===== src/rtl/core/hbct_pkg.sv =====
package hbct_pkg;

   // sizing defaults
   localparam int DEF_MAX_BOXES = 128;
   localparam int DEF_TAG_COUNT = 128;

   // word layout of the tag mask
   localparam int MASK_WORD_W = 16;

   // configuration port
   localparam int CSR_INDEX_W = 2;
   localparam int CSR_DATA_W = 8;
   localparam logic [CSR_INDEX_W-1:0] CSR_VIEW_WIDTH = 2'd0;
   localparam logic [CSR_INDEX_W-1:0] CSR_VIEW_HEIGHT = 2'd1;
   localparam logic [CSR_INDEX_W-1:0] CSR_HIT_MARGIN = 2'd2;

   // register values after reset
   localparam logic [7:0] RST_VIEW_WIDTH = 8'd128;
   localparam logic [7:0] RST_VIEW_HEIGHT = 8'd64;
   localparam logic [6:0] RST_HIT_MARGIN = 7'd64;

   // action codes
   localparam logic ACTION_CLEAR = 1'b0;
   localparam logic ACTION_BOX = 1'b1;

   // one box as it sits in a ring cell
   typedef struct packed {
      logic [6:0] tag;
      logic signed [8:0] left;
      logic signed [8:0] top;
      logic [7:0] width;
      logic [7:0] height;
   } box_type;

   // occupancy of a ring cell
   typedef enum logic [1:0] {
      CELL_FREE,
      CELL_PENDING,
      CELL_COMMITTED
   } cell_state_type;

   // broadcast controls from the sequencer to every cell
   typedef struct packed {
      logic shift;
      logic drop_pending;
      logic commit;
      logic clear_all;
   } ring_ctrl_type;

   // sequencer states
   typedef enum logic [1:0] {
      ST_IDLE,
      ST_SCAN,
      ST_EMIT
   } fsm_state_type;

endpackage


===== src/rtl/core/hbct_cell.sv =====
module hbct_cell (
   input  logic                    clock,
   input  logic                    reset,
   input  hbct_pkg::ring_ctrl_type ctrl,
   input  hbct_pkg::box_type       nbr_box,
   input  hbct_pkg::cell_state_type nbr_state,
   output hbct_pkg::box_type       box_out,
   output hbct_pkg::cell_state_type state_out
);
   import hbct_pkg::*;

   box_type box_ff;
   cell_state_type state_ff;
   cell_state_type state_in;

   // occupancy update: clear wins, then ring shift, then group actions
   always_comb begin
      state_in = state_ff;
      priority if (ctrl.clear_all) begin
         state_in = CELL_FREE;
      end else if (ctrl.shift) begin
         state_in = nbr_state;
      end else if (ctrl.drop_pending && state_ff == CELL_PENDING) begin
         state_in = CELL_FREE;
      end else if (ctrl.commit && state_ff == CELL_PENDING) begin
         state_in = CELL_COMMITTED;
      end else begin
         state_in = state_ff;
      end
   end

   always_ff @(posedge clock) begin
      if (reset) begin
         state_ff <= CELL_FREE;
      end else begin
         state_ff <= state_in;
      end
   end

   // box contents move with the ring
   always_ff @(posedge clock) begin
      if (ctrl.shift) begin
         box_ff <= nbr_box;
      end
   end

   assign box_out = box_ff;
   assign state_out = state_ff;

endmodule


===== src/rtl/core/hbct_overlap.sv =====
module hbct_overlap (
   input  hbct_pkg::box_type stored,
   input  hbct_pkg::box_type probe,
   output logic              hit
);
   import hbct_pkg::*;

   logic signed [11:0] off_x;
   logic signed [11:0] off_y;
   logic signed [11:0] reach_x;
   logic signed [11:0] reach_y;
   logic signed [11:0] stored_w;
   logic signed [11:0] stored_h;

   // offsets of the probe corner from the stored corner
   assign off_x = {{3{probe.left[8]}}, probe.left} - {{3{stored.left[8]}}, stored.left};
   assign off_y = {{3{probe.top[8]}}, probe.top} - {{3{stored.top[8]}}, stored.top};

   // -probe.w < off  <=>  off + probe.w > 0
   assign reach_x = off_x + $signed({4'b0000, probe.width});
   assign reach_y = off_y + $signed({4'b0000, probe.height});
   assign stored_w = $signed({4'b0000, stored.width});
   assign stored_h = $signed({4'b0000, stored.height});

   // strict overlap on both axes
   assign hit = (reach_x > 12'sd0) && (off_x < stored_w) &&
                (reach_y > 12'sd0) && (off_y < stored_h);

endmodule


===== src/rtl/core/hit_box_collision_table.sv =====
// Collision table of tagged boxes held in a ring of MAX_BOXES cells. A clear word
// frees every cell. If a box word takes part (collision on, corner inside the view
// widened by the margin) the ring then turns once, and each committed box passing
// the single overlap comparator at the ring head sets its tag bit in the mask, while
// the new box drops into the first free cell it meets. A word with group_last then
// commits the pending boxes and sends (TAG_COUNT+15)/16 mask words, one per cycle
// while the output side takes them. req_ready is high only between items; the last
// mask word may still wait in the output register when the next item is taken.
// Table contents are not cleared at reset; only the cell occupancy flags are.
module hit_box_collision_table #(
   parameter int MAX_BOXES = hbct_pkg::DEF_MAX_BOXES,
   parameter int TAG_COUNT = hbct_pkg::DEF_TAG_COUNT
) (
   input  logic                             clock,
   input  logic                             reset,
   input  logic                             req_valid,
   output logic                             req_ready,
   input  logic                             req_action,
   input  logic [6:0]                       req_box_tag,
   input  logic signed [8:0]                req_left,
   input  logic signed [8:0]                req_top,
   input  logic [7:0]                       req_box_width,
   input  logic [7:0]                       req_box_height,
   input  logic                             req_collision_on,
   input  logic                             req_store_box,
   input  logic                             req_group_first,
   input  logic                             req_group_last,
   output logic                             rsp_valid,
   input  logic                             rsp_ready,
   output logic [2:0]                       rsp_mask_word_index,
   output logic [15:0]                      rsp_mask_word,
   output logic                             rsp_mask_last,
   input  logic                             csr_write,
   input  logic [hbct_pkg::CSR_INDEX_W-1:0] csr_index,
   input  logic [hbct_pkg::CSR_DATA_W-1:0]  csr_wdata
);
   import hbct_pkg::*;

   localparam int WORDS = (TAG_COUNT + MASK_WORD_W - 1) / MASK_WORD_W;
   localparam int MASK_W = WORDS * MASK_WORD_W;
   localparam int CNT_W = (MAX_BOXES > 1) ? $clog2(MAX_BOXES) : 1;
   localparam logic [CNT_W-1:0] CNT_LAST = CNT_W'(MAX_BOXES - 1);
   localparam logic [2:0] WORD_LAST = 3'(WORDS - 1);

   // configuration registers
   logic [7:0] view_width_ff;
   logic [7:0] view_height_ff;
   logic [6:0] hit_margin_ff;

   // sequencer
   fsm_state_type state_ff, state_in;
   logic [CNT_W-1:0] cnt_ff, cnt_in;
   logic [2:0] word_ff, word_in;
   logic stored_ff, stored_in;
   box_type query_ff, query_in;
   logic q_store_ff, q_store_in;
   logic q_last_ff, q_last_in;
   logic [MASK_W-1:0] mask_ff, mask_in;
   ring_ctrl_type ring_ctrl;
   logic store_now;
   logic load_rsp;

   // output register
   logic rsp_valid_ff;
   logic [2:0] rsp_index_ff;
   logic [15:0] rsp_word_ff;
   logic rsp_last_ff;

   // ring
   box_type cell_box [MAX_BOXES];
   cell_state_type cell_st [MAX_BOXES];
   box_type next_box [MAX_BOXES];
   cell_state_type next_st [MAX_BOXES];
   box_type tail_box;
   cell_state_type tail_st;
   logic [MAX_BOXES-1:0] cell_live;
   logic head_overlap;
   logic head_hit;

   // window check
   logic signed [9:0] new_x;
   logic signed [9:0] new_y;
   logic signed [9:0] margin_s;
   logic signed [9:0] limit_x;
   logic signed [9:0] limit_y;
   logic in_window;

   // configuration writes
   always_ff @(posedge clock) begin
      if (reset) begin
         view_width_ff <= RST_VIEW_WIDTH;
         view_height_ff <= RST_VIEW_HEIGHT;
         hit_margin_ff <= RST_HIT_MARGIN;
      end else if (csr_write) begin
         unique case (csr_index)
            CSR_VIEW_WIDTH: view_width_ff <= csr_wdata[7:0];
            CSR_VIEW_HEIGHT: view_height_ff <= csr_wdata[7:0];
            CSR_HIT_MARGIN: hit_margin_ff <= csr_wdata[6:0];
            default: ;
         endcase
      end
   end

   // corner inside the widened view
   assign new_x = {req_left[8], req_left};
   assign new_y = {req_top[8], req_top};
   assign margin_s = {3'b000, hit_margin_ff};
   assign limit_x = $signed({2'b00, view_width_ff}) + margin_s;
   assign limit_y = $signed({2'b00, view_height_ff}) + margin_s;
   assign in_window = (new_x >= -margin_s) && (new_x < limit_x) &&
                      (new_y >= -margin_s) && (new_y < limit_y);

   // ring of cells, head is cell 0, tail is the last cell
   assign tail_box = store_now ? query_ff : cell_box[0];
   assign tail_st = store_now ? CELL_PENDING : cell_st[0];

   for (genvar k = 0; k < MAX_BOXES; k++) begin : g_ring
      if (k == MAX_BOXES - 1) begin : g_tail
         assign next_box[k] = tail_box;
         assign next_st[k] = tail_st;
      end else begin : g_mid
         assign next_box[k] = cell_box[k+1];
         assign next_st[k] = cell_st[k+1];
      end

      hbct_cell u_cell (
         .clock     (clock),
         .reset     (reset),
         .ctrl      (ring_ctrl),
         .nbr_box   (next_box[k]),
         .nbr_state (next_st[k]),
         .box_out   (cell_box[k]),
         .state_out (cell_st[k])
      );

      assign cell_live[k] = (cell_st[k] != CELL_FREE);
   end

   // comparator at the ring head
   hbct_overlap u_overlap (
      .stored (cell_box[0]),
      .probe  (query_ff),
      .hit    (head_overlap)
   );

   assign head_hit = (cell_st[0] == CELL_COMMITTED) && head_overlap;

   // sequencer next state and controls
   always_comb begin
      state_in = state_ff;
      cnt_in = cnt_ff;
      word_in = word_ff;
      stored_in = stored_ff;
      query_in = query_ff;
      q_store_in = q_store_ff;
      q_last_in = q_last_ff;
      mask_in = mask_ff;
      ring_ctrl = '0;
      req_ready = 1'b0;
      store_now = 1'b0;
      load_rsp = 1'b0;
      unique case (state_ff)
         ST_IDLE: begin
            req_ready = 1'b1;
            if (req_valid) begin
               if (req_action == ACTION_CLEAR) begin
                  ring_ctrl.clear_all = 1'b1;
               end else begin
                  query_in.tag = req_box_tag;
                  query_in.left = req_left;
                  query_in.top = req_top;
                  query_in.width = req_box_width;
                  query_in.height = req_box_height;
                  q_store_in = req_store_box;
                  q_last_in = req_group_last;
                  if (req_group_first) begin
                     mask_in = '0;
                     ring_ctrl.drop_pending = 1'b1;
                  end
                  if (req_collision_on && in_window) begin
                     state_in = ST_SCAN;
                     cnt_in = '0;
                     stored_in = 1'b0;
                  end else if (req_group_last) begin
                     state_in = ST_EMIT;
                     word_in = '0;
                  end
               end
            end
         end
         ST_SCAN: begin
            ring_ctrl.shift = 1'b1;
            // tag decode of a hit at the head
            for (int b = 0; b < MASK_W; b++) begin
               if (b < TAG_COUNT && head_hit && cell_st[0] == CELL_COMMITTED &&
                   cell_box[0].tag == 7'(b)) begin
                  mask_in[b] = 1'b1;
               end
            end
            // new box takes the first free cell it meets
            if (cell_st[0] == CELL_FREE && q_store_ff && !stored_ff) begin
               store_now = 1'b1;
               stored_in = 1'b1;
            end
            cnt_in = cnt_ff + 1'b1;
            if (cnt_ff == CNT_LAST) begin
               cnt_in = '0;
               if (q_last_ff) begin
                  state_in = ST_EMIT;
                  word_in = '0;
               end else begin
                  state_in = ST_IDLE;
               end
            end
         end
         ST_EMIT: begin
            ring_ctrl.commit = 1'b1;
            if (!rsp_valid_ff || rsp_ready) begin
               load_rsp = 1'b1;
               if (word_ff == WORD_LAST) begin
                  state_in = ST_IDLE;
               end else begin
                  word_in = word_ff + 3'd1;
               end
            end
         end
         default: begin
            state_in = ST_IDLE;
         end
      endcase
   end

   // sequencer control registers
   always_ff @(posedge clock) begin
      if (reset) begin
         state_ff <= ST_IDLE;
         cnt_ff <= '0;
         word_ff <= '0;
         stored_ff <= 1'b0;
         mask_ff <= '0;
      end else begin
         state_ff <= state_in;
         cnt_ff <= cnt_in;
         word_ff <= word_in;
         stored_ff <= stored_in;
         mask_ff <= mask_in;
      end
   end

   // current box under test
   always_ff @(posedge clock) begin
      query_ff <= query_in;
      q_store_ff <= q_store_in;
      q_last_ff <= q_last_in;
   end

   // output word register
   always_ff @(posedge clock) begin
      if (reset) begin
         rsp_valid_ff <= 1'b0;
      end else if (load_rsp) begin
         rsp_valid_ff <= 1'b1;
      end else if (rsp_ready) begin
         rsp_valid_ff <= 1'b0;
      end
   end

   always_ff @(posedge clock) begin
      if (load_rsp) begin
         rsp_index_ff <= word_ff;
         rsp_word_ff <= mask_ff[{word_ff, 4'b0000} +: MASK_WORD_W];
         rsp_last_ff <= (word_ff == WORD_LAST);
      end
   end

   assign rsp_valid = rsp_valid_ff;
   assign rsp_mask_word_index = rsp_index_ff;
   assign rsp_mask_word = rsp_word_ff;
   assign rsp_mask_last = rsp_last_ff;

   // no tag at or above the tag count ever reaches the mask
   a_mask_tags: assert property (@(posedge clock) disable iff (reset)
      (MASK_W'(mask_ff >> TAG_COUNT) == '0))
      else $error("mask bit set beyond tag count");

   // a clear word leaves every cell free
   a_clear_frees: assert property (@(posedge clock) disable iff (reset)
      (req_valid && req_ready && req_action == ACTION_CLEAR) |=> (cell_live == '0))
      else $error("cell still occupied after clear");

   // a scan always leaves after a full ring turn
   a_scan_turn: assert property (@(posedge clock) disable iff (reset)
      (state_ff == ST_SCAN && state_in != ST_SCAN) |-> (cnt_ff == CNT_LAST))
      else $error("scan left before full ring turn");

endmodule


===== config.mk =====
export PLATFORM = sky130hd
export DESIGN_NAME = hit_box_collision_table
export DESIGN_NICKNAME = d
export VERILOG_FILES = /design/src/rtl/core/hbct_pkg.sv /design/src/rtl/core/hbct_cell.sv /design/src/rtl/core/hbct_overlap.sv /design/src/rtl/core/hit_box_collision_table.sv
export SDC_FILE = /design/constraint.sdc
export NUM_CORES = 2
export LEC_CHECK = 0
export ABC_AREA = 1
export BUFFER_PORTS_ARGS = -buffer_cell sky130_fd_sc_hd__buf_2
export CAP_MARGIN = 20
export CORE_ASPECT_RATIO = 1.5
export CORE_MARGIN = 2
export CORE_UTILIZATION = 45
export CTS_BUF_LIST = sky130_fd_sc_hd__clkbuf_4 sky130_fd_sc_hd__clkbuf_8 sky130_fd_sc_hd__clkbuf_16
export CTS_CLUSTER_DIAMETER = 30
export DETAILED_ROUTE_END_ITERATION = 10
export PLACE_DENSITY_LB_ADDON = 0.12
export SLEW_MARGIN = 20
export SYNTH_ARGS = -nofsm -noshare
export SYNTH_HDL_FRONTEND = slang
export SYNTH_SLANG_ARGS = --single-unit

===== constraint.sdc =====
create_clock -name clock -period 203.9 [get_ports clock]
set_input_delay 40.78 -clock clock [delete_from_list [all_inputs] [get_ports clock]]
set_output_delay 40.78 -clock clock [all_outputs]
set_load 0.005 [all_outputs]

==> results <==
- The total power consumption of the routed design is 2.712 mW.
- The largest fanout on the critical path is 73.
- For this configuration, the core starts out at a cell density of between 40% and 50%.
- The number of cells in the design after placement is 14.74k.
- Clock tree synthesis selected as its root buffer the cell sky130_fd_sc_hd__clkbuf_16.
- The final RePlAce weighted congestion is 0.7914.
- Counting every net in the synthesized netlist gives 9,632.
- The clock reaches the later pin of the worst-skew pair after approximately 1100 ps.
- The sum of buffers and inverters on the critical path is 6.
- The number of antenna violations at the first check in global routing came to 9.
- The library cells used most frequently in the layout, excluding fill and tap cells, are 5,311 x sky130_fd_sc_hd__edfxtp_1, 986 x sky130_fd_sc_hd__nand2_1, 744 x sky130_fd_sc_hd__clkbuf_16.
- The H-tree was split into 6 levels.
- The clock transition at the registers of the reported paths is 60 ps.
- The number of slew-limit violations in the final report was 0.
- The residual overflow from global routing is 0.
- Setup repair after global routing left no endpoint under its margin.
- For this run, the slowest stage of the critical path takes 810 ps.
- The longest clock path from root to sink contains 4 buffers.
- The first-pass GRT wire length is 445,100 um.
- The row count is between 200 and 300.
- Fill cells in the final layout number 31.43k.
- After detailed routing, the number of remaining DRC violations is 0.
- For this run, the leading register cell type out of synthesis is sky130_fd_sc_hd__edfxtp_1.
- The multi-input combinational cell area is approximately 0.015 sq mm.
- The floorplan step defined a core boundary enclosing 0.4104 sq mm.
- The run finished with clean final reports.
- The library cell used most frequently in the layout, excluding fill and tap cells, is sky130_fd_sc_hd__edfxtp_1.
- The clock tree from TritonCTS is done.
- STA classifies the critical path startpoint as a primary input.
- The number of synthesized flops with an enable pin is 5,311.
- The net count of the finished layout is 10.28k.
- The count of endpoints failing hold in the final timing report is 0.
- The length in cells of the worst reg-to-reg path is 12.
- The uppermost signal routing layer after detailed routing is met4.
- The cell family contributing the most delay on the critical path is buffers and inverters.
- After routing the design area is 0.2183 sq mm.
- The number of stages on the worst hold path is 0.
- The tree built by TritonCTS fans out to ~5.7k sinks.
- The maximum resistive drop on vdd is roughly 0.010 mV.
- The type of the setup path with the least slack is in2reg.
- The nature of the critical path endpoint is a flip-flop.
- The endpoint identified for the worst register-to-register timing path is g_ring[77].u_cell.box_out[6].
- The synthesized area per cell is 19.62 sq um.
- Traced cell by cell, the critical path runs through buf_2 -> inv_1 -> nand2_1 -> nand3_4 -> buf_4 -> buf_4 -> buf_4 -> nor3_1 -> nand3_1 -> nand2_1 -> inv_1 -> nor2_1.
- Of the cells placed in the final design, the portion with a size suffix greater than 1 is 13.96%.
- The sum of met3 wire segment lengths after detailed routing is 13,760 um.
- Cells fill 53.19% of the core in the end.
- The relative slew slack is 26.37%.
- The fraction of registers with async set/reset is 0%.
- Derived from the worst setup path, the maximum achievable clock frequency is 0.02322 GHz.
- For the worst setup path, the data arrival time is 44,010 ps.
- The die is 528.5 um wide.
- The area growth from synthesis to layout is 17.56%.
- In this run the post-CTS setup repair buffer count came out at 0.
- The via count of the first global-routing pass is 79.77k.
- The met2 layer wire length in the routed design is 120,300 um.
- Synthesis inferred 5,732 register bits.
- The post-synth design cell area is 0.1857 sq mm.
- For hold timing, the worst endpoint is g_ring[11].u_cell.box_out[17].
- Dividing the detail-routed wire length by the instance count gives 17.33 um.
- The detailed router placed 79.10k vias in this run.
- The register cell area after layout is 0.1679 sq mm.
- The detailed placement HPWL is 133,200 um.
- The number of antenna-violating nets in the routed design is 0.
- On the final layout, the worst clock skew is a little under 50 ps.
- The detailed router put a total of approximately 140,000 um of wire on met1.
- The worst flop-to-flop path startpoint is state_ff[0].
- The final period demand of the worst path is 43,070 ps.
- The unique cell type count in the Yosys netlist is 42.
- The first detailed-routing pass ran for 8 iterations.
- The power density over the cells is 12.42 mW/mm^2.
- For this run, the number of Yosys warnings is 0.
- The post-route setup TNS is 0 ps.
- The total of endpoints with negative setup slack in the final report is 0.
- The finished layout holds 16.10k standard cells, fillers aside.
- In this run the vertical extent of the chip is 790.7 um.
- For the worst setup path, the data required time is 204,840 ps.
- The worst path uses 21.12% of the clock period.
- The analysis attributes to cell leakage a power of 70.70 nW.
- After detailed placement, the total cell area comes to 0.1924 sq mm.
- The area of the die is ~0.42 sq mm.
- The overall routing resource usage is 13.17%.
- Among the stages of the critical path, the cell type that occurs most often is sky130_fd_sc_hd__buf_4.
- After the first detailed-routing iteration, the DRC count stood at around 7k.
- Pin placement for this block handled between 80 and 90 I/O pins.
- The largest individual stage delay along the critical path comes from the cell sky130_fd_sc_hd__buf_4.
- Sequential cells were found to cover between 90% and 100% of the synthesized design area.
- Dividing the detail-routed via count by the number of cells gives 4.912.
- Entering global routing, the biggest net connects between 200 and 250 pins.
- The worst hold path begins at g_ring[12].u_cell.box_out[17].
- The tightest min-delay check is of the reg2reg type.
- For this block, the routed nets add up to about 280,000 um of wire.
- Buffers inserted during clock tree synthesis total 730.
- The number of buffers added to fix hold violations after cts is 0.
- In this run the register-to-register setup slack is just under 200,000 ps.
- At the pin with the least slew margin, the transition time is roughly 1100 ps.
- The synthesized netlist cell count is 9,463.
- The number of gates resized after CTS was 0.
- The number of buffer cells added on primary ports is approximately 80.
- Across the run, the number of max-cap violations was 0.
==> flip-flops by register name, summed over array words and instances (netlist names), 7 cells and up <==
signal and cells:
cnt_ff 7, g_ring.u_cell.box_out 5248, g_ring.u_cell.state_out 256, hit_margin_ff 7
mask_ff 128, query_ff 41, rsp_mask_word 16, view_height_ff 8
view_width_ff 8
==> stage by stage <==
| stage | setup WS, ps | hold slack, ps |
|---|---|---|
| after global placement | 159830 | 400.3 |
| final | 160830 | 370.9 |
| after floorplan | 54570 | 400.3 |
| after CTS | 160910 | 377.9 |
| after global routing | 160710 | 377.8 |
| after detailed placement | 159760 | 404.5 |
==> synthesized netlist by cell type (5+ instances only) <==
library cell | number | area (sq um)
sky130_fd_sc_hd__a21oi_1 | 322 | 1612
sky130_fd_sc_hd__xor2_1 | 18 | 157.7
sky130_fd_sc_hd__buf_2 | 42 | 210.2
sky130_fd_sc_hd__nand3_1 | 236 | 1181
sky130_fd_sc_hd__nand4_1 | 135 | 844.6
sky130_fd_sc_hd__a31oi_1 | 27 | 168.9
sky130_fd_sc_hd__or2_2 | 5 | 31.28
sky130_fd_sc_hd__fa_1 | 6 | 120.1
sky130_fd_sc_hd__o31ai_1 | 66 | 495.5
sky130_fd_sc_hd__clkbuf_1 | 164 | 615.6
sky130_fd_sc_hd__nand2_1 | 986 | 3701
sky130_fd_sc_hd__buf_6 | 5 | 56.30
sky130_fd_sc_hd__nor2_1 | 498 | 1869
sky130_fd_sc_hd__o211ai_1 | 27 | 202.7
sky130_fd_sc_hd__nor3_1 | 198 | 991.0
sky130_fd_sc_hd__dfxtp_1 | 421 | 8428
sky130_fd_sc_hd__xnor2_1 | 18 | 157.7
sky130_fd_sc_hd__buf_1 | 19 | 71.32
sky130_fd_sc_hd__ha_1 | 102 | 1276
sky130_fd_sc_hd__o21ai_0 | 235 | 1176
sky130_fd_sc_hd__edfxtp_1 | 5311 | 159500
sky130_fd_sc_hd__inv_1 | 511 | 1918
sky130_fd_sc_hd__o22ai_1 | 16 | 100.1
sky130_fd_sc_hd__nand3b_1 | 11 | 82.58
sky130_fd_sc_hd__buf_8 | 9 | 135.1
sky130_fd_sc_hd__buf_4 | 15 | 112.6
sky130_fd_sc_hd__o2111ai_1 | 36 | 315.3
==> layout make-up <==
type	instances	share of cell area, %
Antenna cell	1	0.001146
Clock inverter	549	3.006
Tap cell	5365	3.075
Clock buffer	811	8.794
Sequential cell	5732	76.92
Inverter	516	0.8930
Multi-Input combinational cell	2960	6.731
Timing Repair Buffer	168	0.5800
==> worst register-to-register path, cell delays in order, from the launching register on <==
cell	delay, ps
sky130_fd_sc_hd__dfxtp_1	480
sky130_fd_sc_hd__inv_1	160
sky130_fd_sc_hd__nor2_4	390
sky130_fd_sc_hd__buf_12	700
sky130_fd_sc_hd__buf_4	1070
sky130_fd_sc_hd__buf_4	820
sky130_fd_sc_hd__buf_12	660
sky130_fd_sc_hd__buf_4	1040
sky130_fd_sc_hd__buf_4	1050
sky130_fd_sc_hd__buf_12	500
sky130_fd_sc_hd__buf_16	540
sky130_fd_sc_hd__buf_6	840
sky130_fd_sc_hd__buf_4	890
==> worst max-delay path by stage <==
stage                     start                              to  slack, ps  cells after the start
CTS                  req_action  g_ring[93].u_cell.state_out[1]     160910                     11
global placement     req_action                     mask_ff[62]     159830                     12
finish               req_action                     mask_ff[84]     160830                     12
floorplan           state_ff[0]     g_ring[0].u_cell.box_out[0]      54570                      4
detailed placement   req_action  g_ring[93].u_cell.state_out[1]     159760                     11
global route         req_action                     mask_ff[62]     160710                     11
==> power breakdown <==
part	leakage, nW	internal, mW	switching, mW
clock network	12.4	0.803	0.516
logic	7.01	0.0114	0.0525
registers	51.3	1.32	0.0105
total	70.7	2.13	0.579
==> routing by layer <==
layer	GRT usage [%]	vias to the layer above
met5	0	-
met4	5.310	0
met3	2.698	678
met2	18.43	1724
met1	20.17	39740
li1	-	36950
==> cell families (layout without fill, tap and decap cells) <==
family,Yosys count,in the layout,share of synthesized area [%]
AO/OA/AOI/OAI,739,739,2.232
XOR/XNOR,36,36,0.1698
adder cells (fa/ha/maj),108,108,0.7520
buffers and inverters,771,2044,1.701
flip-flops,5732,5732,90.43
other,0,1,0
AND/OR/NAND/NOR,2077,2077,4.717
Power figures use the tool's default switching activity.
